## src/hw/rtl/dda_pkg.sv

```systemverilog
`timescale 1ns / 1ps
`default_nettype none

package dda_pkg;

  localparam int COORD_BITS    = 16;
  localparam int MAX_STEPS_DEF = 8;

  typedef logic [COORD_BITS-1:0] coord_t;
  typedef logic [COORD_BITS:0]   cext_t;

  localparam cext_t SPACE_END = {1'b1, {COORD_BITS{1'b0}}};

  // Request codes.
  localparam logic [1:0] REQ_DIRTY  = 2'd0;
  localparam logic [1:0] REQ_SCROLL = 2'd1;
  localparam logic [1:0] REQ_FLUSH  = 2'd2;

  // Result item kinds.
  localparam logic [1:0] KIND_DIRTY   = 2'd0;
  localparam logic [1:0] KIND_SCROLL  = 2'd1;
  localparam logic [1:0] KIND_ODIRTY  = 2'd2;
  localparam logic [1:0] KIND_OSCROLL = 2'd3;

  // Configuration register indexes.
  localparam logic [1:0] CFG_BX = 2'd0;
  localparam logic [1:0] CFG_BY = 2'd1;
  localparam logic [1:0] CFG_BW = 2'd2;
  localparam logic [1:0] CFG_BH = 2'd3;

  typedef struct packed {
    coord_t x;
    coord_t y;
    coord_t w;
    coord_t h;
  } rect_t;

  typedef struct packed {
    logic   is_scroll;
    logic   exposed;
    coord_t rows;
    rect_t  r;
  } step_t;

  // Commands from the controller to the datapath.
  typedef struct packed {
    logic req_load;
    logic bnd_en;
    logic clip_en;
    logic prep_en;
    logic apply_en;
    logic wr2_en;
    logic idx_clr;
    logic idx_inc;
    logic out_ld_step;
    logic out_ld_od;
    logic out_ld_os;
    logic clear_all;
  } dda_cmd_t;

  // Status from the datapath to the controller.
  typedef struct packed {
    logic total_zero;
    logic idx_last;
    logic need_wr2;
  } dda_sts_t;

  function automatic logic rect_empty(rect_t a);
    return (a.w == '0) || (a.h == '0);
  endfunction

  // Intersection; nothing left gives the all-zero rectangle.
  function automatic rect_t rect_clip(rect_t a, rect_t b);
    cext_t x0, y0, x1, y1, ax1, ay1, bx1, by1, tw, th;
    rect_t z;
    x0  = (a.x > b.x) ? {1'b0, a.x} : {1'b0, b.x};
    y0  = (a.y > b.y) ? {1'b0, a.y} : {1'b0, b.y};
    ax1 = {1'b0, a.x} + {1'b0, a.w};
    bx1 = {1'b0, b.x} + {1'b0, b.w};
    ay1 = {1'b0, a.y} + {1'b0, a.h};
    by1 = {1'b0, b.y} + {1'b0, b.h};
    x1  = (ax1 < bx1) ? ax1 : bx1;
    y1  = (ay1 < by1) ? ay1 : by1;
    tw  = x1 - x0;
    th  = y1 - y0;
    z   = '0;
    if ((x1 > x0) && (y1 > y0)) begin
      z.x = x0[COORD_BITS-1:0];
      z.y = y0[COORD_BITS-1:0];
      z.w = tw[COORD_BITS-1:0];
      z.h = th[COORD_BITS-1:0];
    end
    return z;
  endfunction

  // Bounding box; an empty operand is ignored.
  function automatic rect_t rect_union(rect_t a, rect_t b);
    cext_t ax1, ay1, bx1, by1, x1, y1, tw, th;
    rect_t z;
    ax1 = {1'b0, a.x} + {1'b0, a.w};
    bx1 = {1'b0, b.x} + {1'b0, b.w};
    ay1 = {1'b0, a.y} + {1'b0, a.h};
    by1 = {1'b0, b.y} + {1'b0, b.h};
    x1  = (ax1 > bx1) ? ax1 : bx1;
    y1  = (ay1 > by1) ? ay1 : by1;
    z.x = (a.x < b.x) ? a.x : b.x;
    z.y = (a.y < b.y) ? a.y : b.y;
    tw  = x1 - {1'b0, z.x};
    th  = y1 - {1'b0, z.y};
    z.w = tw[COORD_BITS-1:0];
    z.h = th[COORD_BITS-1:0];
    if (rect_empty(a)) begin
      z = b;
    end else if (rect_empty(b)) begin
      z = a;
    end
    return z;
  endfunction

  // Bounds clipped to the coordinate space.
  function automatic rect_t eff_bounds(coord_t bx, coord_t by, coord_t bw, coord_t bh);
    cext_t ex, ey, rw, rh;
    rect_t z;
    ex = {1'b0, bx} + {1'b0, bw};
    ey = {1'b0, by} + {1'b0, bh};
    rw = SPACE_END - {1'b0, bx};
    rh = SPACE_END - {1'b0, by};
    z  = '0;
    if ((bw != '0) && (bh != '0)) begin
      z.x = bx;
      z.y = by;
      z.w = (ex > SPACE_END) ? rw[COORD_BITS-1:0] : bw;
      z.h = (ey > SPACE_END) ? rh[COORD_BITS-1:0] : bh;
    end
    return z;
  endfunction

  // Bottom strip of height d that an upward scroll exposes; the whole r when d >= r.h.
  function automatic rect_t strip_of(rect_t r, cext_t d);
    cext_t ny;
    rect_t z;
    ny = {1'b0, r.y} + {1'b0, r.h} - d;
    z  = r;
    if (d < {1'b0, r.h}) begin
      z.y = ny[COORD_BITS-1:0];
      z.h = d[COORD_BITS-1:0];
    end
    return z;
  endfunction

endpackage

`default_nettype wire

```

## src/hw/rtl/dda_ctrl.sv

```systemverilog
`timescale 1ns / 1ps
`default_nettype none

module dda_ctrl import dda_pkg::*; (
  input  wire logic       clk,
  input  wire logic       rst_n,
  input  wire logic       in_valid,
  input  wire logic [1:0] in_req_type,
  input  wire logic       out_ready,
  input  wire dda_sts_t   sts,
  output dda_cmd_t        cmd,
  output logic            in_ready,
  output logic            out_valid
);

  typedef enum logic [11:0] {
    S_IDLE  = 12'b0000_0000_0001,
    S_BND   = 12'b0000_0000_0010,
    S_CLIP  = 12'b0000_0000_0100,
    S_PREP  = 12'b0000_0000_1000,
    S_APPLY = 12'b0000_0001_0000,
    S_WR2   = 12'b0000_0010_0000,
    S_FL_RD = 12'b0000_0100_0000,
    S_FL_LD = 12'b0000_1000_0000,
    S_FL_WS = 12'b0001_0000_0000,
    S_FL_LD_OD = 12'b0010_0000_0000,
    S_FL_W_OD  = 12'b0100_0000_0000,
    S_FL_W_OS  = 12'b1000_0000_0000
  } state_t;

  state_t state_r, state_nxt;

  // Sequencer: update items run bounds, clip, prepare, apply and an optional
  // second memory write; a flush walks the steps and then the two totals.
  always_comb begin
    state_nxt = state_r;
    cmd       = '0;
    in_ready  = 1'b0;
    out_valid = 1'b0;
    unique case (state_r)
      S_IDLE: begin
        in_ready = 1'b1;
        if (in_valid) begin
          cmd.req_load = 1'b1;
          unique case (in_req_type)
            REQ_DIRTY, REQ_SCROLL: state_nxt = S_BND;
            REQ_FLUSH: begin
              cmd.idx_clr = 1'b1;
              state_nxt   = sts.total_zero ? S_FL_LD_OD : S_FL_RD;
            end
            default: state_nxt = S_IDLE;
          endcase
        end
      end
      S_BND: begin
        cmd.bnd_en = 1'b1;
        state_nxt  = S_CLIP;
      end
      S_CLIP: begin
        cmd.clip_en = 1'b1;
        state_nxt   = S_PREP;
      end
      S_PREP: begin
        cmd.prep_en = 1'b1;
        state_nxt   = S_APPLY;
      end
      S_APPLY: begin
        cmd.apply_en = 1'b1;
        state_nxt    = sts.need_wr2 ? S_WR2 : S_IDLE;
      end
      S_WR2: begin
        cmd.wr2_en = 1'b1;
        state_nxt  = S_IDLE;
      end
      S_FL_RD: state_nxt = S_FL_LD;
      S_FL_LD: begin
        cmd.out_ld_step = 1'b1;
        state_nxt       = S_FL_WS;
      end
      S_FL_WS: begin
        out_valid = 1'b1;
        if (out_ready) begin
          if (sts.idx_last) begin
            state_nxt = S_FL_LD_OD;
          end else begin
            cmd.idx_inc = 1'b1;
            state_nxt   = S_FL_RD;
          end
        end
      end
      S_FL_LD_OD: begin
        cmd.out_ld_od = 1'b1;
        state_nxt     = S_FL_W_OD;
      end
      S_FL_W_OD: begin
        out_valid = 1'b1;
        if (out_ready) begin
          cmd.out_ld_os = 1'b1;
          state_nxt     = S_FL_W_OS;
        end
      end
      S_FL_W_OS: begin
        out_valid = 1'b1;
        if (out_ready) begin
          cmd.clear_all = 1'b1;
          state_nxt     = S_IDLE;
        end
      end
      default: state_nxt = S_IDLE;
    endcase
  end

  always_ff @(posedge clk) begin
    if (!rst_n) begin
      state_r <= S_IDLE;
    end else begin
      state_r <= state_nxt;
    end
  end

endmodule

`default_nettype wire

```

## config.mk

```make
export PLATFORM = sky130hd
export DESIGN_NAME = dda_ctrl
export DESIGN_NICKNAME = d
export VERILOG_FILES = /design/src/hw/rtl/dda_pkg.sv /design/src/hw/rtl/dda_ctrl.sv
export SDC_FILE = /design/constraint.sdc
export NUM_CORES = 1
export LEC_CHECK = 0
export BUFFER_PORTS_ARGS = -buffer_cell sky130_fd_sc_hd__buf_2
export CORE_MARGIN = 5
export CORE_UTILIZATION = 54
export CTS_CLUSTER_SIZE = 28
export DETAILED_ROUTE_END_ITERATION = 10
export MAX_ROUTING_LAYER = met4
export PLACE_DENSITY = 0.84
export SYNTH_ARGS = -nofsm -noshare
export SYNTH_HDL_FRONTEND = slang
export SYNTH_SLANG_ARGS = --single-unit
```

## constraint.sdc

```tcl
create_clock -name clk -period 3.1 [get_ports clk]
set_clock_uncertainty 0.1 [all_clocks]
set_input_delay 0.155 -clock clk [delete_from_list [all_inputs] [get_ports clk]]
set_output_delay 0.155 -clock clk [all_outputs]
set_load 0.05 [all_outputs]
```

==> results.cfg, run 1 <==
[outcome]
status = finished, final reports clean

[placement]
dp.cells = 133
gp_congestion = 0.838
place_hpwl_um = 1560
portBuffers = 22

[power]
pwr-share-comb_pct = 26.7
p_leak_nw = 0.440
p_switching_mw = 0.119
p_sw_share_pct = 33.4
vdd_drop_max_v = 0.000238
powerDensity_nw_per_um2 = 375
power_frac_seq_pct = 45.6
internal_power_mw = 0.238
clock_power_share_pct = 27.7

[sta]
final.setup.tns_ns = 0
setup_viol = 0
fin_crit_sh_pct = 82.3
rsz0062_at_grt = false
min_period_ns = 2.55
relSlewSlack_pct = 63.0
worst_pin_slew_ns = 0.547
max_freq_ghz = 0.392
finalHoldViolations = 0
drv_slew = 0

[routing]
dr.first_iter.drc_count = 21
wl_per_cell_um = 14.5
viasPerCell = 6.23
num_vias = 854
drt-total-wl_um = 1990
dr.pass1.iters = 5
ant_nets = 0
remaining_drc_errors = 0

[worst_setup_path]
r2r_setup_slack_ns = 0.95
crit_type = reg2out
r2r-end = state_r[6]$_SDFFE_PN0P_
reg2reg_depth = 5
critPathSlowestCell = or4_1
start_kind = register
crit_path_end_kind = output port
cp_data_required_time_ns = 2.84
critPathLaunch = state_r[5]$_SDFFE_PN0P_
cp.arrival_ns = 2.30
cpPeakStageDelay_ns = 0.55
crit_fanout = 8
cp_cell_sequence = nor4_1, nand2_1, or4_1, nor3_1, buf_2
r2r_start = state_r[4]$_SDFFE_PN0P_

[final_layout]
area_delta_synth_final_pct = 11.3
reg_top3 = state_r (12)
stdcell_count = 137
top_register = state_r
nFillCells = 143
final_layout_size_suffix_gt1_share_pct = 27.3
largest_reg_flops = 12
fin_nets = 132
antenna_cells = 0

[floorplan]
fp.coreArea_sq_um = 1510
die_area_sq_um = 2480
num_rows = 14
ioPinCount = 23
start_util_pct = 56.8
die_w_um = 49.8
die_h_um = 49.8

[synth]
syn_area_sq_um = 856
synth_edf_count = 0
synthFlopType = dfxtp_1
synth.distinct_cells = 36
synth-async-reset-ratio_pct = 0
synth_seq_area_share_pct = 28.1
avgSynthCellArea_sq_um = 8.39
synth_cells = 102
ys_seq_elements = 12
synth_fp_nets = 111
yosysWarnings = 0

[grt]
overflow = 0
grt_pass1_wl_um = 3370
antenna_found_initial = 0
grt_pass1_vias = 788
gr-usage-all-layers_pct = 17.6
grt_max_degree = 10

[clocking]
numCtsBuffers = 3
cts_max_level = 1
cts_tree = yes
cts-root-buf = clkbuf_4
clk_pin_slew_ns = 0.08
clock_latency_ns = 0.28
numClockSinks = 12
clockBufferDepth = 2

[hold_path]
worstHoldEndpoint = state_r[9]$_SDFFE_PN0P_
whs_path_depth = 3
hp-class = in2reg
hp-start = sts[2]

[flow_run]
drv_cap = 0
==> final cells by class <==
type / count / area (sq um) / share of cell area, %
clock buffer: 3 / 22.5 / 2.37
inverter: 4 / 15.0 / 1.58
tap: 16 / 20.0 / 2.10
multi-input combinational: 79 / 534 / 56.1
sequential: 12 / 240 / 25.2
timing repair buffer: 23 / 120 / 12.6
==> metal layers <==
layer  vias up  track usage (%)  part of all wire (%)
li1        419                -                     -
met1       393             20.5                    43
met2        35             28.8                    48
met3         7             5.12                   8.1
met4         0             5.68                   1.7
met5         -                -                     0
==> power by group through the flow <==
stage | clock [mW] | combinational [mW] | sequential, mW
floorplan | 0 | 0.0725 | 0.165
global placement | 0 | 0.0929 | 0.166
detailed placement | 0 | 0.0937 | 0.167
CTS | 0.0995 | 0.0951 | 0.163
global route | 0.108 | 0.103 | 0.164
finish | 0.0989 | 0.0952 | 0.163
==> cells by family after synthesis <==
kind of cell / count (synthesis) / synth area share [%]
and+or+nand+nor: 56 / 41.5
AOI/OAI and AO/OA: 20 / 17.8
xor gates and xnor gates: 3 / 3.07
buffers and inverters: 11 / 9.50
DFF: 12 / 28.1
==> stage by stage <==
stage          area, sq um  setup WS (ns)  hold WS [ns]  utilization (%)  power, mW
2_1_floorplan          856          0.173         0.131                -      0.237
3_3_place_gp           920          0.952         0.251             61.0      0.259
3_5_place_dp           920          0.888         0.249             61.0      0.260
4_1_cts                952          0.579        0.0353             63.2      0.357
5_1_grt                952          0.438        0.0434             63.2      0.376
6_report               952          0.550        0.0323             63.2      0.357
==> layout by cell type, fill, tap and decap left out, drive strengths merged <==
master,n
a2bb2oi,1
o2111a,1
nand2,6
a211o,1
buf,22
o211a,1
and3,4
nor3,5
nand3,2
xnor2,1
clkbuf,3
a21boi,3
nor4b,4
o21ai,3
nand3b,1
dlygate4sd3,1
nor4,5
xor2,2
o211ai,1
o21a,4
nand2b,2
or2,1
o21ba,1
nor2,12
inv,4
a21bo,1
nor3b,6
o311ai,1
and4,3
dfxtp,12
or4,5
a21oi,2
==> synth_stat cells (2+ instances only) <==
| cell | count | area share [%] |
|---|---|---|
| nand2_1 | 6 | 2.6 |
| nand2b_1 | 2 | 1.5 |
| nor4_1 | 5 | 3.7 |
| and4_1 | 3 | 3.1 |
| a21boi_0 | 3 | 2.6 |
| nor4b_1 | 3 | 3.1 |
| and3_1 | 4 | 2.9 |
| o21a_1 | 4 | 3.5 |
| inv_1 | 4 | 1.8 |
| clkbuf_8 | 2 | 3.2 |
| xor2_1 | 2 | 2.0 |
| o21ai_0 | 3 | 1.8 |
| a21oi_1 | 2 | 1.2 |
| buf_4 | 3 | 2.6 |
| nor2_1 | 12 | 5.3 |
| dfxtp_1 | 12 | 28 |
| nor3_1 | 5 | 2.9 |
| or4_4 | 4 | 5.3 |
| nor3b_1 | 5 | 4.4 |
| nand3_1 | 2 | 1.2 |
==> critical path, delay by kind of cell (launching register included) <==
family | cells | cell delay (ns)
flip-flops | 1 | 0.40
buffers and inverters | 1 | 0.29
AND/OR/NAND/NOR | 4 | 1.34
==> how the worst max path moves through the flow <==
| stage | depth (start not counted) | slack (ns) | end |
|---|---|---|---|
| finish | 5 | 0.55 | cmd[4] |
| CTS | 5 | 0.58 | cmd[4] |
| global placement | 4 | 0.95 | cmd[6] |
| global route | 5 | 0.44 | cmd[4] |
| detailed placement | 5 | 0.89 | cmd[4] |
| floorplan | 5 | 0.17 | state_r[11]$_SDFFE_PN0P_ |
==> repair_timing <==
action / in CTS / in global routing
hold endpoints to repair: 1 / 0
setup buffers: 0 / 0
hold buffers: 1 / 0
gates resized for setup: 0 / 0
Note: power is estimated with default switching activity, not from simulation.
==> run 2, diff against run 1 <==
--- a/config.mk
+++ b/config.mk
@@ -7,11 +7,11 @@
 export LEC_CHECK = 0
 export BUFFER_PORTS_ARGS = -buffer_cell sky130_fd_sc_hd__buf_2
 export CORE_MARGIN = 5
-export CORE_UTILIZATION = 54
+export CORE_UTILIZATION = 50
 export CTS_CLUSTER_SIZE = 28
 export DETAILED_ROUTE_END_ITERATION = 10
 export MAX_ROUTING_LAYER = met4
-export PLACE_DENSITY = 0.84
+export PLACE_DENSITY = 0.79
 export SYNTH_ARGS = -nofsm -noshare
 export SYNTH_HDL_FRONTEND = slang
 export SYNTH_SLANG_ARGS = --single-unit
==> constraint.sdc (replaced) <==
create_clock -name clk -period 2.7 [get_ports clk]
set_clock_uncertainty 0.1 [all_clocks]
set_input_delay 0.135 -clock clk [delete_from_list [all_inputs] [get_ports clk]]
set_output_delay 0.135 -clock clk [all_outputs]
set_load 0.05 [all_outputs]
==> results.cfg, run 2 (same netlist as run 1, synthesis figures left out) <==
[placement]
dp.cells = 134
place_hpwl_um = 1630
gp_congestion = 0.881
place_area_sq_um = 942
portBuffers = 22

[flow_run]
drv_cap = 0

[power]
vdd_drop_max_v = 0.000268
p_leak_nw = 0.452
p_total_mw = 0.451
powerDensity_nw_per_um2 = 454

[sta]
final.setup.tns_ns = 0
setup_viol = 0
max_freq_ghz = 0.404
min_period_ns = 2.47
worst_pin_slew_ns = 0.617
fin_crit_sh_pct = 91.7
finalHoldViolations = 0
rsz0062_at_grt = false
drv_slew = 0
relSlewSlack_pct = 58.3

[final_layout]
stdcell_count = 139
final_core_util_pct = 59.6
layout_commonest_cell = buf_2
area_delta_synth_final_pct = 16.2
nFillCells = 160
antenna_cells = 0
most-common-layout-cells = buf_2 (22), nor2_1 (12), dfxtp_1 (12)
largest_reg_flops = 12
top_register = state_r
fin_nets = 132
reg_top3 = state_r (12)
final_layout_size_suffix_gt1_share_pct = 32.0
fin_area_sq_um = 995

[floorplan]
num_rows = 15
die_area_sq_um = 2640
start_util_pct = 51.2
die_w_um = 51.4
die_h_um = 51.4
fp.coreArea_sq_um = 1670
ioPinCount = 23

[clocking]
cts_tree = yes
cts_max_level = 1
clockBufferDepth = 2
numClockSinks = 12
clk_pin_slew_ns = 0.08
postCtsSetupBuffers = 0
clock_latency_ns = 0.28
cts-root-buf = clkbuf_4
numCtsBuffers = 3

[routing]
viasPerCell = 6.09
wl_per_cell_um = 15.3
ant_nets = 0
dr.pass1.iters = 4
route.met2.wl_um = 986
dr.first_iter.drc_count = 16
met3WireLength_um = 188
top_layer_used = met4
remaining_drc_errors = 0
wl_met1_um = 921
drt-total-wl_um = 2130
num_vias = 846

[grt]
gr-usage-all-layers_pct = 17.5
overflow = 0
grt_pass1_vias = 794
antenna_found_initial = 0
grt_max_degree = 10
grt_pass1_wl_um = 3450

[worst_setup_path]
cp.arrival_ns = 2.24
start_kind = register
crit_fanout = 9
cp_data_required_time_ns = 2.47
crit_path_end_kind = output port
crit_type = reg2out

[outcome]
status = finished, final reports clean

[hold_path]
hp-class = in2reg
-- run 2: worst paths after layout --
| path | startpoint | end | slack, ns | depth (start not counted) |
|---|---|---|---|---|
| worst min register to register | state_r[2]$_SDFFE_PN0P_ | state_r[3]$_SDFFE_PN0P_ | 0.52 | 1 |
| worst min-delay path | sts[0] | state_r[5]$_SDFFE_PN0P_ | 0.003 | 2 |
| worst max-delay path | state_r[2]$_SDFFE_PN0P_ | cmd[7] | 0.23 | 4 |
| worst max register to register | state_r[4]$_SDFFE_PN0P_ | state_r[6]$_SDFFE_PN0P_ | 0.52 | 5 |
-- run 2: metal layers --
metal,global-route usage [%],vias up
met4,7.42,0
met5,-,-
met3,4.08,4
li1,-,424
met1,22.0,379
met2,26.7,39
-- run 2: per-stage QoR --
stage               hold slack [ns]  setup slack (ns)
floorplan                     0.111             0.109
global placement              0.230             0.462
detailed placement            0.232             0.471
CTS                          0.0102             0.157
global route                0.00879            0.0875
finish                      0.00322             0.225
-- run 2: area by class of cell --
type                            count  area, sq um  share of cell area (%)
Clock buffer                        4         36.3                    3.65
Inverter                            4         15.0                    1.51
Multi-Input combinational cell     79          562                    56.5
Sequential cell                    12          240                    24.2
Tap cell                           17         21.3                    2.14
Timing Repair Buffer               23          120                    12.1
-- run 2: where the power goes --
part | total [mW] | internal [mW] | switching, mW | leakage (nW)
Clock | 0.152 | 0.0821 | 0.0699 | 0.0210
Combinational | 0.112 | 0.0407 | 0.0710 | 0.334
Sequential | 0.188 | 0.181 | 0.00661 | 0.0971
Total | 0.451 | 0.304 | 0.148 | 0.452
-- run 2: worst max-delay path, stage by stage (launching register included) --
cell,delay (ns)
dfxtp_1,0.40
or4_4,0.54
or4_4,0.53
nor3b_2,0.20
buf_2,0.29
-- run 2: timing repair --
action | in CTS | in global routing
setup endpoints to repair | 0 | 1
endpoints found under the hold margin | 1 | 0
hold buffers | 1 | 0
gates resized for setup | 0 | 1
