## src/hw/rtl/dda_pkg.sv

```systemverilog
`timescale 1ns / 1ps
`default_nettype none

package dda_pkg;

  localparam int COORD_BITS    = 16;
  localparam int MAX_STEPS_DEF = 8;

  typedef logic [COORD_BITS-1:0] coord_t;
  typedef logic [COORD_BITS:0]   cext_t;

  localparam cext_t SPACE_END = {1'b1, {COORD_BITS{1'b0}}};

  // Request codes.
  localparam logic [1:0] REQ_DIRTY  = 2'd0;
  localparam logic [1:0] REQ_SCROLL = 2'd1;
  localparam logic [1:0] REQ_FLUSH  = 2'd2;

  // Result item kinds.
  localparam logic [1:0] KIND_DIRTY   = 2'd0;
  localparam logic [1:0] KIND_SCROLL  = 2'd1;
  localparam logic [1:0] KIND_ODIRTY  = 2'd2;
  localparam logic [1:0] KIND_OSCROLL = 2'd3;

  // Configuration register indexes.
  localparam logic [1:0] CFG_BX = 2'd0;
  localparam logic [1:0] CFG_BY = 2'd1;
  localparam logic [1:0] CFG_BW = 2'd2;
  localparam logic [1:0] CFG_BH = 2'd3;

  typedef struct packed {
    coord_t x;
    coord_t y;
    coord_t w;
    coord_t h;
  } rect_t;

  typedef struct packed {
    logic   is_scroll;
    logic   exposed;
    coord_t rows;
    rect_t  r;
  } step_t;

  // Commands from the controller to the datapath.
  typedef struct packed {
    logic req_load;
    logic bnd_en;
    logic clip_en;
    logic prep_en;
    logic apply_en;
    logic wr2_en;
    logic idx_clr;
    logic idx_inc;
    logic out_ld_step;
    logic out_ld_od;
    logic out_ld_os;
    logic clear_all;
  } dda_cmd_t;

  // Status from the datapath to the controller.
  typedef struct packed {
    logic total_zero;
    logic idx_last;
    logic need_wr2;
  } dda_sts_t;

  function automatic logic rect_empty(rect_t a);
    return (a.w == '0) || (a.h == '0);
  endfunction

  // Intersection; nothing left gives the all-zero rectangle.
  function automatic rect_t rect_clip(rect_t a, rect_t b);
    cext_t x0, y0, x1, y1, ax1, ay1, bx1, by1, tw, th;
    rect_t z;
    x0  = (a.x > b.x) ? {1'b0, a.x} : {1'b0, b.x};
    y0  = (a.y > b.y) ? {1'b0, a.y} : {1'b0, b.y};
    ax1 = {1'b0, a.x} + {1'b0, a.w};
    bx1 = {1'b0, b.x} + {1'b0, b.w};
    ay1 = {1'b0, a.y} + {1'b0, a.h};
    by1 = {1'b0, b.y} + {1'b0, b.h};
    x1  = (ax1 < bx1) ? ax1 : bx1;
    y1  = (ay1 < by1) ? ay1 : by1;
    tw  = x1 - x0;
    th  = y1 - y0;
    z   = '0;
    if ((x1 > x0) && (y1 > y0)) begin
      z.x = x0[COORD_BITS-1:0];
      z.y = y0[COORD_BITS-1:0];
      z.w = tw[COORD_BITS-1:0];
      z.h = th[COORD_BITS-1:0];
    end
    return z;
  endfunction

  // Bounding box; an empty operand is ignored.
  function automatic rect_t rect_union(rect_t a, rect_t b);
    cext_t ax1, ay1, bx1, by1, x1, y1, tw, th;
    rect_t z;
    ax1 = {1'b0, a.x} + {1'b0, a.w};
    bx1 = {1'b0, b.x} + {1'b0, b.w};
    ay1 = {1'b0, a.y} + {1'b0, a.h};
    by1 = {1'b0, b.y} + {1'b0, b.h};
    x1  = (ax1 > bx1) ? ax1 : bx1;
    y1  = (ay1 > by1) ? ay1 : by1;
    z.x = (a.x < b.x) ? a.x : b.x;
    z.y = (a.y < b.y) ? a.y : b.y;
    tw  = x1 - {1'b0, z.x};
    th  = y1 - {1'b0, z.y};
    z.w = tw[COORD_BITS-1:0];
    z.h = th[COORD_BITS-1:0];
    if (rect_empty(a)) begin
      z = b;
    end else if (rect_empty(b)) begin
      z = a;
    end
    return z;
  endfunction

  // Bounds clipped to the coordinate space.
  function automatic rect_t eff_bounds(coord_t bx, coord_t by, coord_t bw, coord_t bh);
    cext_t ex, ey, rw, rh;
    rect_t z;
    ex = {1'b0, bx} + {1'b0, bw};
    ey = {1'b0, by} + {1'b0, bh};
    rw = SPACE_END - {1'b0, bx};
    rh = SPACE_END - {1'b0, by};
    z  = '0;
    if ((bw != '0) && (bh != '0)) begin
      z.x = bx;
      z.y = by;
      z.w = (ex > SPACE_END) ? rw[COORD_BITS-1:0] : bw;
      z.h = (ey > SPACE_END) ? rh[COORD_BITS-1:0] : bh;
    end
    return z;
  endfunction

  // Bottom strip of height d that an upward scroll exposes; the whole r when d >= r.h.
  function automatic rect_t strip_of(rect_t r, cext_t d);
    cext_t ny;
    rect_t z;
    ny = {1'b0, r.y} + {1'b0, r.h} - d;
    z  = r;
    if (d < {1'b0, r.h}) begin
      z.y = ny[COORD_BITS-1:0];
      z.h = d[COORD_BITS-1:0];
    end
    return z;
  endfunction

endpackage

`default_nettype wire

```

## src/hw/rtl/dda_ram.sv

```systemverilog
`timescale 1ns / 1ps
`default_nettype none

module dda_ram #(
  parameter int WIDTH = 8,
  parameter int DEPTH = 8
) (
  input  wire logic                     clk,
  input  wire logic                     we,
  input  wire logic [$clog2(DEPTH)-1:0] waddr,
  input  wire logic [WIDTH-1:0]         wdata,
  input  wire logic [$clog2(DEPTH)-1:0] raddr,
  output logic [WIDTH-1:0]              rdata
);

  logic [WIDTH-1:0] mem_r [DEPTH];

  always_ff @(posedge clk) begin
    if (we) begin
      mem_r[waddr] <= wdata;
    end
    rdata <= mem_r[raddr];
  end

endmodule

`default_nettype wire

```

## src/hw/rtl/dda_datapath.sv

```systemverilog
`timescale 1ns / 1ps
`default_nettype none

module dda_datapath import dda_pkg::*; #(
  parameter int MAX_STEPS = MAX_STEPS_DEF
) (
  input  wire logic       clk,
  input  wire logic       rst_n,
  input  wire logic       cfg_valid,
  input  wire logic [1:0] cfg_index,
  input  wire coord_t     cfg_data,
  input  wire logic [1:0] in_req_type,
  input  wire coord_t     in_rect_x,
  input  wire coord_t     in_rect_y,
  input  wire coord_t     in_rect_w,
  input  wire coord_t     in_rect_h,
  input  wire coord_t     in_distance,
  input  wire dda_cmd_t   cmd,
  output dda_sts_t        sts,
  output logic [1:0]      out_item_kind,
  output logic            out_item_valid,
  output coord_t          out_x,
  output coord_t          out_y,
  output coord_t          out_w,
  output coord_t          out_h,
  output coord_t          out_distance,
  output logic            out_exposed,
  output logic            out_last
);

  localparam int IW = $clog2(MAX_STEPS);
  localparam int CW = $clog2(MAX_STEPS + 1);
  localparam int SW = $bits(step_t);
  localparam logic [CW-1:0] MAX_CNT = CW'(MAX_STEPS);
  localparam logic [CW-1:0] ONE     = CW'(1);
  localparam logic [CW-1:0] TWO     = CW'(2);

  // Configuration registers.
  coord_t bx_r, by_r, bw_r, bh_r;

  // Request and stage registers.
  logic [1:0] rtype_r;
  rect_t      rq_r, eb_r, cr_r;
  coord_t     rd_r;
  cext_t      tot_r, ldsum_r;
  coord_t     osd_sat_r;
  rect_t      strip_d_r, strip_t_r;
  logic       big_d_r, tot_ge_r, ld_ge_r, same_p_r, same_l_r, same_os_r, noop_r;

  // Accumulated damage state; last_r and prev_r mirror the two tail steps.
  logic [CW-1:0] total_r, total_nxt;
  step_t         last_r, last_nxt, prev_r, prev_nxt;
  rect_t         od_r, od_nxt, osr_r, osr_nxt;
  coord_t        osd_r, osd_nxt;
  logic          fb_r, fb_nxt;

  // Second write of a two-step update.
  logic [IW-1:0] wr2_addr_r, wr2_addr_nxt;
  step_t         wr2_data_r, wr2_data_nxt;

  logic [IW-1:0] idx_r;

  // Memory port.
  logic          we1;
  logic [IW-1:0] addr1;
  step_t         data1;
  logic          ram_we;
  logic [IW-1:0] ram_waddr;
  step_t         ram_wdata;
  logic [SW-1:0] ram_rdata;
  step_t         rd_step;

  // Apply-stage helpers.
  logic          need_wr2;
  logic          is_dirty, tot_gt0, tot_ge2, full, full1, expmerge, held, merge_l, fall;
  logic [CW-1:0] tm1, tm2, tp1;
  rect_t         od_opnd, od_u, fall_rect;
  step_t         stp_a, stp_b;

  // Bounds register writes.
  always_ff @(posedge clk) begin
    if (!rst_n) begin
      bx_r <= '0;
      by_r <= '0;
      bw_r <= '0;
      bh_r <= '0;
    end else if (cfg_valid) begin
      unique case (cfg_index)
        CFG_BX: bx_r <= cfg_data;
        CFG_BY: by_r <= cfg_data;
        CFG_BW: bw_r <= cfg_data;
        CFG_BH: bh_r <= cfg_data;
        default: bx_r <= bx_r;
      endcase
    end
  end

  // Request capture, bounds, clip and preparation stages.
  always_ff @(posedge clk) begin
    if (cmd.req_load) begin
      rtype_r   <= in_req_type;
      rq_r.x    <= in_rect_x;
      rq_r.y    <= in_rect_y;
      rq_r.w    <= in_rect_w;
      rq_r.h    <= in_rect_h;
      rd_r      <= in_distance;
    end
    if (cmd.bnd_en) begin
      eb_r <= eff_bounds(bx_r, by_r, bw_r, bh_r);
    end
    if (cmd.clip_en) begin
      cr_r <= rect_clip(eb_r, rq_r);
    end
    if (cmd.prep_en) begin
      tot_r     <= {1'b0, prev_r.rows} + {1'b0, rd_r};
      ldsum_r   <= {1'b0, last_r.rows} + {1'b0, rd_r};
      osd_sat_r <= (({1'b0, osd_r} + {1'b0, rd_r}) > {1'b0, {COORD_BITS{1'b1}}}) ?
                   {COORD_BITS{1'b1}} : (osd_r + rd_r);
      strip_d_r <= strip_of(cr_r, {1'b0, rd_r});
      strip_t_r <= strip_of(cr_r, {1'b0, prev_r.rows} + {1'b0, rd_r});
      big_d_r   <= (rd_r >= cr_r.h);
      tot_ge_r  <= (({1'b0, prev_r.rows} + {1'b0, rd_r}) >= {1'b0, cr_r.h});
      ld_ge_r   <= (({1'b0, last_r.rows} + {1'b0, rd_r}) >= {1'b0, cr_r.h});
      same_p_r  <= (prev_r.r == cr_r);
      same_l_r  <= (last_r.r == cr_r);
      same_os_r <= (osr_r == cr_r);
      noop_r    <= rect_empty(cr_r) || ((rtype_r == REQ_SCROLL) && (rd_r == '0));
    end
  end

  // Apply stage: decide the step edits, the totals and the memory writes.
  always_comb begin
    is_dirty  = (rtype_r == REQ_DIRTY);
    tot_gt0   = (total_r != '0);
    tot_ge2   = (total_r >= TWO);
    full      = (total_r >= MAX_CNT);
    tp1       = total_r + ONE;
    full1     = (tp1 >= MAX_CNT);
    tm1       = total_r - ONE;
    tm2       = total_r - TWO;
    expmerge  = tot_ge2 && prev_r.is_scroll && !last_r.is_scroll && last_r.exposed &&
                same_p_r;
    held      = !rect_empty(osr_r) && (osd_r != '0);
    merge_l   = tot_gt0 && last_r.is_scroll && same_l_r;
    if (is_dirty) begin
      od_opnd = cr_r;
    end else if (fb_r) begin
      od_opnd = eb_r;
    end else if (expmerge) begin
      od_opnd = strip_t_r;
    end else begin
      od_opnd = strip_d_r;
    end
    od_u = rect_union(od_r, od_opnd);

    total_nxt    = total_r;
    last_nxt     = last_r;
    prev_nxt     = prev_r;
    od_nxt       = od_r;
    osr_nxt      = osr_r;
    osd_nxt      = osd_r;
    fb_nxt       = fb_r;
    wr2_addr_nxt = wr2_addr_r;
    wr2_data_nxt = wr2_data_r;
    need_wr2     = 1'b0;
    we1          = 1'b0;
    addr1        = '0;
    data1        = '0;
    fall         = 1'b0;
    fall_rect    = eb_r;
    stp_a        = '0;
    stp_b        = '0;

    if (!noop_r) begin
      if (fb_r) begin
        // Fallback: one full dirty step that keeps widening.
        od_nxt    = od_u;
        stp_a.r   = od_u;
        we1       = 1'b1;
        data1     = stp_a;
        total_nxt = ONE;
        last_nxt  = stp_a;
      end else if (is_dirty) begin
        od_nxt = od_u;
        if (tot_gt0 && !last_r.is_scroll) begin
          stp_a.r       = rect_union(last_r.r, cr_r);
          we1           = 1'b1;
          addr1         = tm1[IW-1:0];
          data1         = stp_a;
          last_nxt      = stp_a;
        end else if (!full) begin
          stp_a.r   = cr_r;
          we1       = 1'b1;
          addr1     = total_r[IW-1:0];
          data1     = stp_a;
          prev_nxt  = last_r;
          last_nxt  = stp_a;
          total_nxt = tp1;
        end else begin
          fall = 1'b1;
        end
      end else if (big_d_r) begin
        fall      = 1'b1;
        fall_rect = cr_r;
      end else if (expmerge) begin
        // Repeated scroll right after a scroll and exposed-strip pair.
        if (tot_ge_r) begin
          fall      = 1'b1;
          fall_rect = cr_r;
        end else begin
          stp_a         = prev_r;
          stp_a.rows    = tot_r[COORD_BITS-1:0];
          stp_b.exposed = 1'b1;
          stp_b.r       = strip_t_r;
          we1           = 1'b1;
          addr1         = tm2[IW-1:0];
          data1         = stp_a;
          need_wr2      = 1'b1;
          wr2_addr_nxt  = tm1[IW-1:0];
          wr2_data_nxt  = stp_b;
          prev_nxt      = stp_a;
          last_nxt      = stp_b;
          osr_nxt       = cr_r;
          osd_nxt       = tot_r[COORD_BITS-1:0];
          od_nxt        = od_u;
        end
      end else begin
        // Overall scroll tracking.
        if (held && same_os_r) begin
          osd_nxt = osd_sat_r;
        end else if (!held) begin
          osr_nxt = cr_r;
          osd_nxt = rd_r;
        end else begin
          osr_nxt = '0;
          osd_nxt = '0;
        end
        od_nxt        = od_u;
        stp_b.exposed = 1'b1;
        stp_b.r       = strip_d_r;
        if (merge_l) begin
          if (ld_ge_r || full) begin
            fall = 1'b1;
          end else begin
            stp_a        = last_r;
            stp_a.rows   = ldsum_r[COORD_BITS-1:0];
            we1          = 1'b1;
            addr1        = tm1[IW-1:0];
            data1        = stp_a;
            need_wr2     = 1'b1;
            wr2_addr_nxt = total_r[IW-1:0];
            wr2_data_nxt = stp_b;
            prev_nxt     = stp_a;
            last_nxt     = stp_b;
            total_nxt    = tp1;
          end
        end else if (full || full1) begin
          fall = 1'b1;
        end else begin
          stp_a.is_scroll = 1'b1;
          stp_a.rows      = rd_r;
          stp_a.r         = cr_r;
          we1             = 1'b1;
          addr1           = total_r[IW-1:0];
          data1           = stp_a;
          need_wr2        = 1'b1;
          wr2_addr_nxt    = tp1[IW-1:0];
          wr2_data_nxt    = stp_b;
          prev_nxt        = stp_a;
          last_nxt        = stp_b;
          total_nxt       = tp1 + ONE;
        end
      end

      // Fallback replaces everything with one full dirty step.
      if (fall) begin
        stp_a        = '0;
        stp_a.r      = fall_rect;
        we1          = 1'b1;
        addr1        = '0;
        data1        = stp_a;
        need_wr2     = 1'b0;
        total_nxt    = ONE;
        last_nxt     = stp_a;
        fb_nxt       = 1'b1;
        od_nxt       = fall_rect;
        osr_nxt      = '0;
        osd_nxt      = '0;
      end
    end
  end

  // State registers.
  always_ff @(posedge clk) begin
    if (!rst_n) begin
      total_r <= '0;
      od_r    <= '0;
      osr_r   <= '0;
      osd_r   <= '0;
      fb_r    <= 1'b0;
    end else if (cmd.clear_all) begin
      total_r <= '0;
      od_r    <= '0;
      osr_r   <= '0;
      osd_r   <= '0;
      fb_r    <= 1'b0;
    end else if (cmd.apply_en) begin
      total_r <= total_nxt;
      od_r    <= od_nxt;
      osr_r   <= osr_nxt;
      osd_r   <= osd_nxt;
      fb_r    <= fb_nxt;
    end
  end

  always_ff @(posedge clk) begin
    if (cmd.apply_en) begin
      last_r     <= last_nxt;
      prev_r     <= prev_nxt;
      wr2_addr_r <= wr2_addr_nxt;
      wr2_data_r <= wr2_data_nxt;
    end
  end

  // Flush read index.
  always_ff @(posedge clk) begin
    if (!rst_n || cmd.idx_clr) begin
      idx_r <= '0;
    end else if (cmd.idx_inc) begin
      idx_r <= idx_r + 1'b1;
    end
  end

  assign sts.total_zero = (total_r == '0);
  assign sts.idx_last   = (CW'(idx_r) == tm1);
  assign sts.need_wr2   = need_wr2;

  // Step memory.
  assign ram_we    = (cmd.apply_en && we1) || cmd.wr2_en;
  assign ram_waddr = cmd.wr2_en ? wr2_addr_r : addr1;
  assign ram_wdata = cmd.wr2_en ? wr2_data_r : data1;

  dda_ram #(
    .WIDTH (SW),
    .DEPTH (MAX_STEPS)
  ) u_ram (
    .clk   (clk),
    .we    (ram_we),
    .waddr (ram_waddr),
    .wdata (ram_wdata),
    .raddr (idx_r),
    .rdata (ram_rdata)
  );

  assign rd_step = step_t'(ram_rdata);

  // Output word register.
  always_ff @(posedge clk) begin
    if (cmd.out_ld_step) begin
      out_item_kind  <= rd_step.is_scroll ? KIND_SCROLL : KIND_DIRTY;
      out_item_valid <= !rect_empty(rd_step.r) &&
                        (!rd_step.is_scroll || (rd_step.rows != '0));
      out_x          <= rd_step.r.x;
      out_y          <= rd_step.r.y;
      out_w          <= rd_step.r.w;
      out_h          <= rd_step.r.h;
      out_distance   <= rd_step.is_scroll ? rd_step.rows : '0;
      out_exposed    <= !rd_step.is_scroll && rd_step.exposed;
      out_last       <= 1'b0;
    end else if (cmd.out_ld_od) begin
      out_item_kind  <= KIND_ODIRTY;
      out_item_valid <= !rect_empty(od_r);
      out_x          <= od_r.x;
      out_y          <= od_r.y;
      out_w          <= od_r.w;
      out_h          <= od_r.h;
      out_distance   <= '0;
      out_exposed    <= 1'b0;
      out_last       <= 1'b0;
    end else if (cmd.out_ld_os) begin
      out_item_kind  <= KIND_OSCROLL;
      out_item_valid <= !rect_empty(osr_r) && (osd_r != '0);
      out_x          <= osr_r.x;
      out_y          <= osr_r.y;
      out_w          <= osr_r.w;
      out_h          <= osr_r.h;
      out_distance   <= osd_r;
      out_exposed    <= 1'b0;
      out_last       <= 1'b1;
    end
  end

endmodule

`default_nettype wire

```

## config.mk

```make
export PLATFORM = sky130hd
export DESIGN_NAME = dda_datapath
export DESIGN_NICKNAME = d
export VERILOG_FILES = /design/src/hw/rtl/dda_pkg.sv /design/src/hw/rtl/dda_ram.sv /design/src/hw/rtl/dda_datapath.sv
export SDC_FILE = /design/constraint.sdc
export NUM_CORES = 2
export LEC_CHECK = 0
export ABC_AREA = 1
export ABC_CLOCK_PERIOD_IN_PS = 12300
export BUFFER_PORTS_ARGS = -buffer_cell sky130_fd_sc_hd__buf_2
export CORE_MARGIN = 2
export CORE_UTILIZATION = 55
export DETAILED_ROUTE_END_ITERATION = 8
export PLACE_DENSITY = 0.79
export SYNTH_ARGS = -nofsm -noshare
export SYNTH_HDL_FRONTEND = slang
export SYNTH_HIERARCHICAL = 1
export SYNTH_SLANG_ARGS = --single-unit
export TNS_END_PERCENT = 50
```

## constraint.sdc

```tcl
create_clock -name clk -period 12.3 [get_ports clk]
set_input_delay 1.845 -clock clk [delete_from_list [all_inputs] [get_ports clk]]
set_output_delay 1.845 -clock clk [all_outputs]
set_load 0.05 [all_outputs]
```

==> run summary <==
mux contribution to synthesized area - 0.0102%
CP peak stage delay - 0.53 ns
area post-placement - 101000 um2
FF+latch count, synth - 1596
Hold Crit Depth - 0
Die Width - 426 um
critical path start-end classification - register to register
core footprint - 177000 um2
first-pass GRT wire length - 558 mm
PD cells - 287 nW/um2
TNS Setup - 0 ns
Final Max Slew Viols - 0
via/cell ratio - 6.26
num rows - 154
VDD IR max - 313 uV
routing usage on met1 - 56.0%
Synth Area in XOR/XNOR - 3.80%
postcts setup bufs - 0
status - completed
Post-Synth Adder-Cell Area - 8.32%
Yosys cell types - 69
global-route layer with the greatest usage - met2
# port buffers - 202
clk sinks - 1596
Syn Area/Cell - 8.28 um2
Die H - 426 um
Die ar. - 182000 um2
Synth Flop Type - edfxtp_1
Slew headroom - 2.46%
Routability Congestion - 1.10
maximum clock frequency - 99.9 MHz
DR vias - 89735
synthesized area - 98100 um2
ys async rst share - 0%
Final min period - 10.01 ns
critical path peak fanout - 98
Cells after Synth - 11844
CP endpoint kind - register
share of post-route cells with drive strength above 1 - 6.21%
GRT met2 Usage - 60.3%
Top Ports - 203
worst path arrival time - 10.70 ns
ANT nets after route - 0
hold path start - strip_t_r[57]
area delta synth->final - 9.10%
initial antenna violation count - 23
vias in the first global route - 81881
total congestion overflow - 0
Final Cell Area - 107000 um2
CTS resizes - 0
Initial Utilization - 55.5%
R2R depth - 51
Tightest Hold Check Type - register to register
Skew-Pair Late Insertion Delay - 0.88 ns
share of the synthesized area in the top cell type - 39.7%
Ys Warns - 6
post-synthesis compound-gate area fraction - 13.9%
Syn Nets - 12597
Worst-path clk slew - 0.06 ns
Seq/Total Area, Yosys - 45.8%
EDFF count, synth - 1297
Nets - 12592
total wire length - 394 mm
RSZ-0062 raised after global routing - no
RR Startpoint - total_r[0]
CP Data Required Time - 12.99 ns
Root Driver - clkbuf_16
DR WL/cell - 27.5 um
DPL Wire Length - 291 mm
Post-Synth Simple-Gate Area - 19.3%
cell taking the most area after synthesis - edfxtp_1
startpoint types - register
Pre-Repair DR Iteration Count - 8
hold_buf cts - 0
Final Cycle Share - 81.4%
H-Tree Depth - 4
Final Hold Viols - 0
Overall Global Routing Usage - 42.2%
drc violations - 0
met3 usage - 14.9%
Layout Skew - 0.0588 ns
measured slew at the worst slew-check pin - 1.45 ns
Max stage delay cell, worst path - clkinv_1
deepest clock path buffer count - 3
Worst Setup SP - total_r[0]
maxcap violations - 0
DR iter-0 viols - 14469
CTS tree - done
largest family of logic cells by synthesized area - simple AND/OR/NAND/NOR gates
dominant cells by area after synthesis - edfxtp_1 (40%), nand2_1 (12%), ha_1 (7.8%)
Leakage Power - 0.0477 uW
TritonCTS buffer count - 171
largest net degree at the start of global routing - 151
Final Setup Violations - 0
cell mode on critical path - nand2_1
sequential cells by signal, summed over array words and instances, names as in the netlist, 32 cells and up:
signal and count:
last_r 65, od_r 64, osr_r 64, cr_r 64, u_ram/rdata 82, u_ram/mem_r 656
eb_r 64, prev_r 82, strip_d_r 32, strip_t_r 64, wr2_data_r 64, rq_r 64
report_power, final:
part	internal [uW]	switching (uW)	total (uW)
clock	3100	2370	5470
combinational	5310	12300	17600
sequential	6830	791	7620
total	15200	15400	30700
stage by stage:
step	hold WS, ns	util, %	total power [uW]	setup slack [ns]	instances
after detailed placement	0.426	57.2	24300	2.62	14006
after global placement	0.426	57.2	24200	2.72	14006
after global routing	0.447	60.5	32000	1.57	14331
after floorplan	0.417	-	18200	5.18	11844
after CTS	0.439	60.5	29800	2.58	14329
final	0.441	60.5	30700	2.29	14338
per-layer routing:
layer	vias up	wire (um)
met5	-	109
met4	18	25600
met3	1189	58600
met2	6584	161000
met1	42056	148000
li1	39888	-
logic make-up after synthesis:
group | count (synthesis)
AND/OR/NAND/NOR | 4597
adder cells (fa/ha/maj) | 638
buffers and inverters | 2172
XOR/XNOR | 425
AO/OA/AOI/OAI | 2415
multiplexers | 1
flip-flops | 1596
worst max-delay path: cells and delay by family (launching register included):
| family | cells | cell delay (ns) |
|---|---|---|
| AND/OR/NAND/NOR | 26 | 3.43 |
| AO/OA/AOI/OAI | 14 | 2.41 |
| adder cells (fa/ha/maj) | 6 | 1.92 |
| buffers and inverters | 4 | 1.27 |
| flip-flops | 1 | 0.43 |
| XOR/XNOR | 1 | 0.24 |
cell usage after synthesis, types with 24 or more instances:
master	count
a31oi_1	118
a21oi_1	883
inv_1	1595
buf_2	117
o2111ai_1	49
o21ai_0	858
edfxtp_1	1297
dfxtp_1	299
nand2_1	3065
nor4_1	82
o21bai_1	59
o22ai_1	60
ha_1	614
clkbuf_1	334
buf_1	47
xnor2_1	187
a211oi_1	40
fa_1	24
o211ai_1	127
o221ai_1	47
or2_2	28
xor2_1	238
buf_6	40
o21ai_1	67
nand3_1	753
nor2_1	463
nor3_1	80
nand4_1	80
final timing paths:
check	end	slack (ns)
setup reg to reg	u_ram/mem_r[4][14]	2.29
hold / removal	wr2_data_r[57]	0.44
hold reg to reg	wr2_data_r[57]	0.44
setup / recovery	u_ram/mem_r[4][14]	2.29
cell usage in the layout, fill, tap and decap left out, types with 24 or more instances in the layout:
| cell type | instances |
|---|---|
| a211oi_1 | 40 |
| a21oi_1 | 881 |
| a31oi_1 | 118 |
| buf_2 | 200 |
| buf_4 | 168 |
| clkbuf_1 | 50 |
| clkbuf_16 | 173 |
| clkinv_2 | 25 |
| dfxtp_1 | 295 |
| edfxtp_1 | 1297 |
| fa_1 | 24 |
| ha_1 | 614 |
| inv_1 | 1589 |
| nand2_1 | 3059 |
| nand3_1 | 753 |
| nand4_1 | 80 |
| nor2_1 | 447 |
| nor3_1 | 80 |
| nor4_1 | 82 |
| o2111ai_1 | 49 |
| o211ai_1 | 127 |
| o21ai_0 | 858 |
| o21ai_1 | 66 |
| o21bai_1 | 59 |
| o221ai_1 | 47 |
| o22ai_1 | 60 |
| or2_2 | 27 |
| xnor2_1 | 187 |
| xor2_1 | 238 |
cell type report:
cell class | count | area (um2)
clock inverter | 89 | 1280
sequential | 1596 | 44900
multi-input combinational | 8076 | 44600
timing repair buffer | 376 | 2410
antenna | 9 | 22.5
fill | 14954 | 69700
clock buffer | 234 | 4670
tap | 2340 | 2930
inverter | 1618 | 6090
No activity file was read; power rests on OpenSTA's default activity.
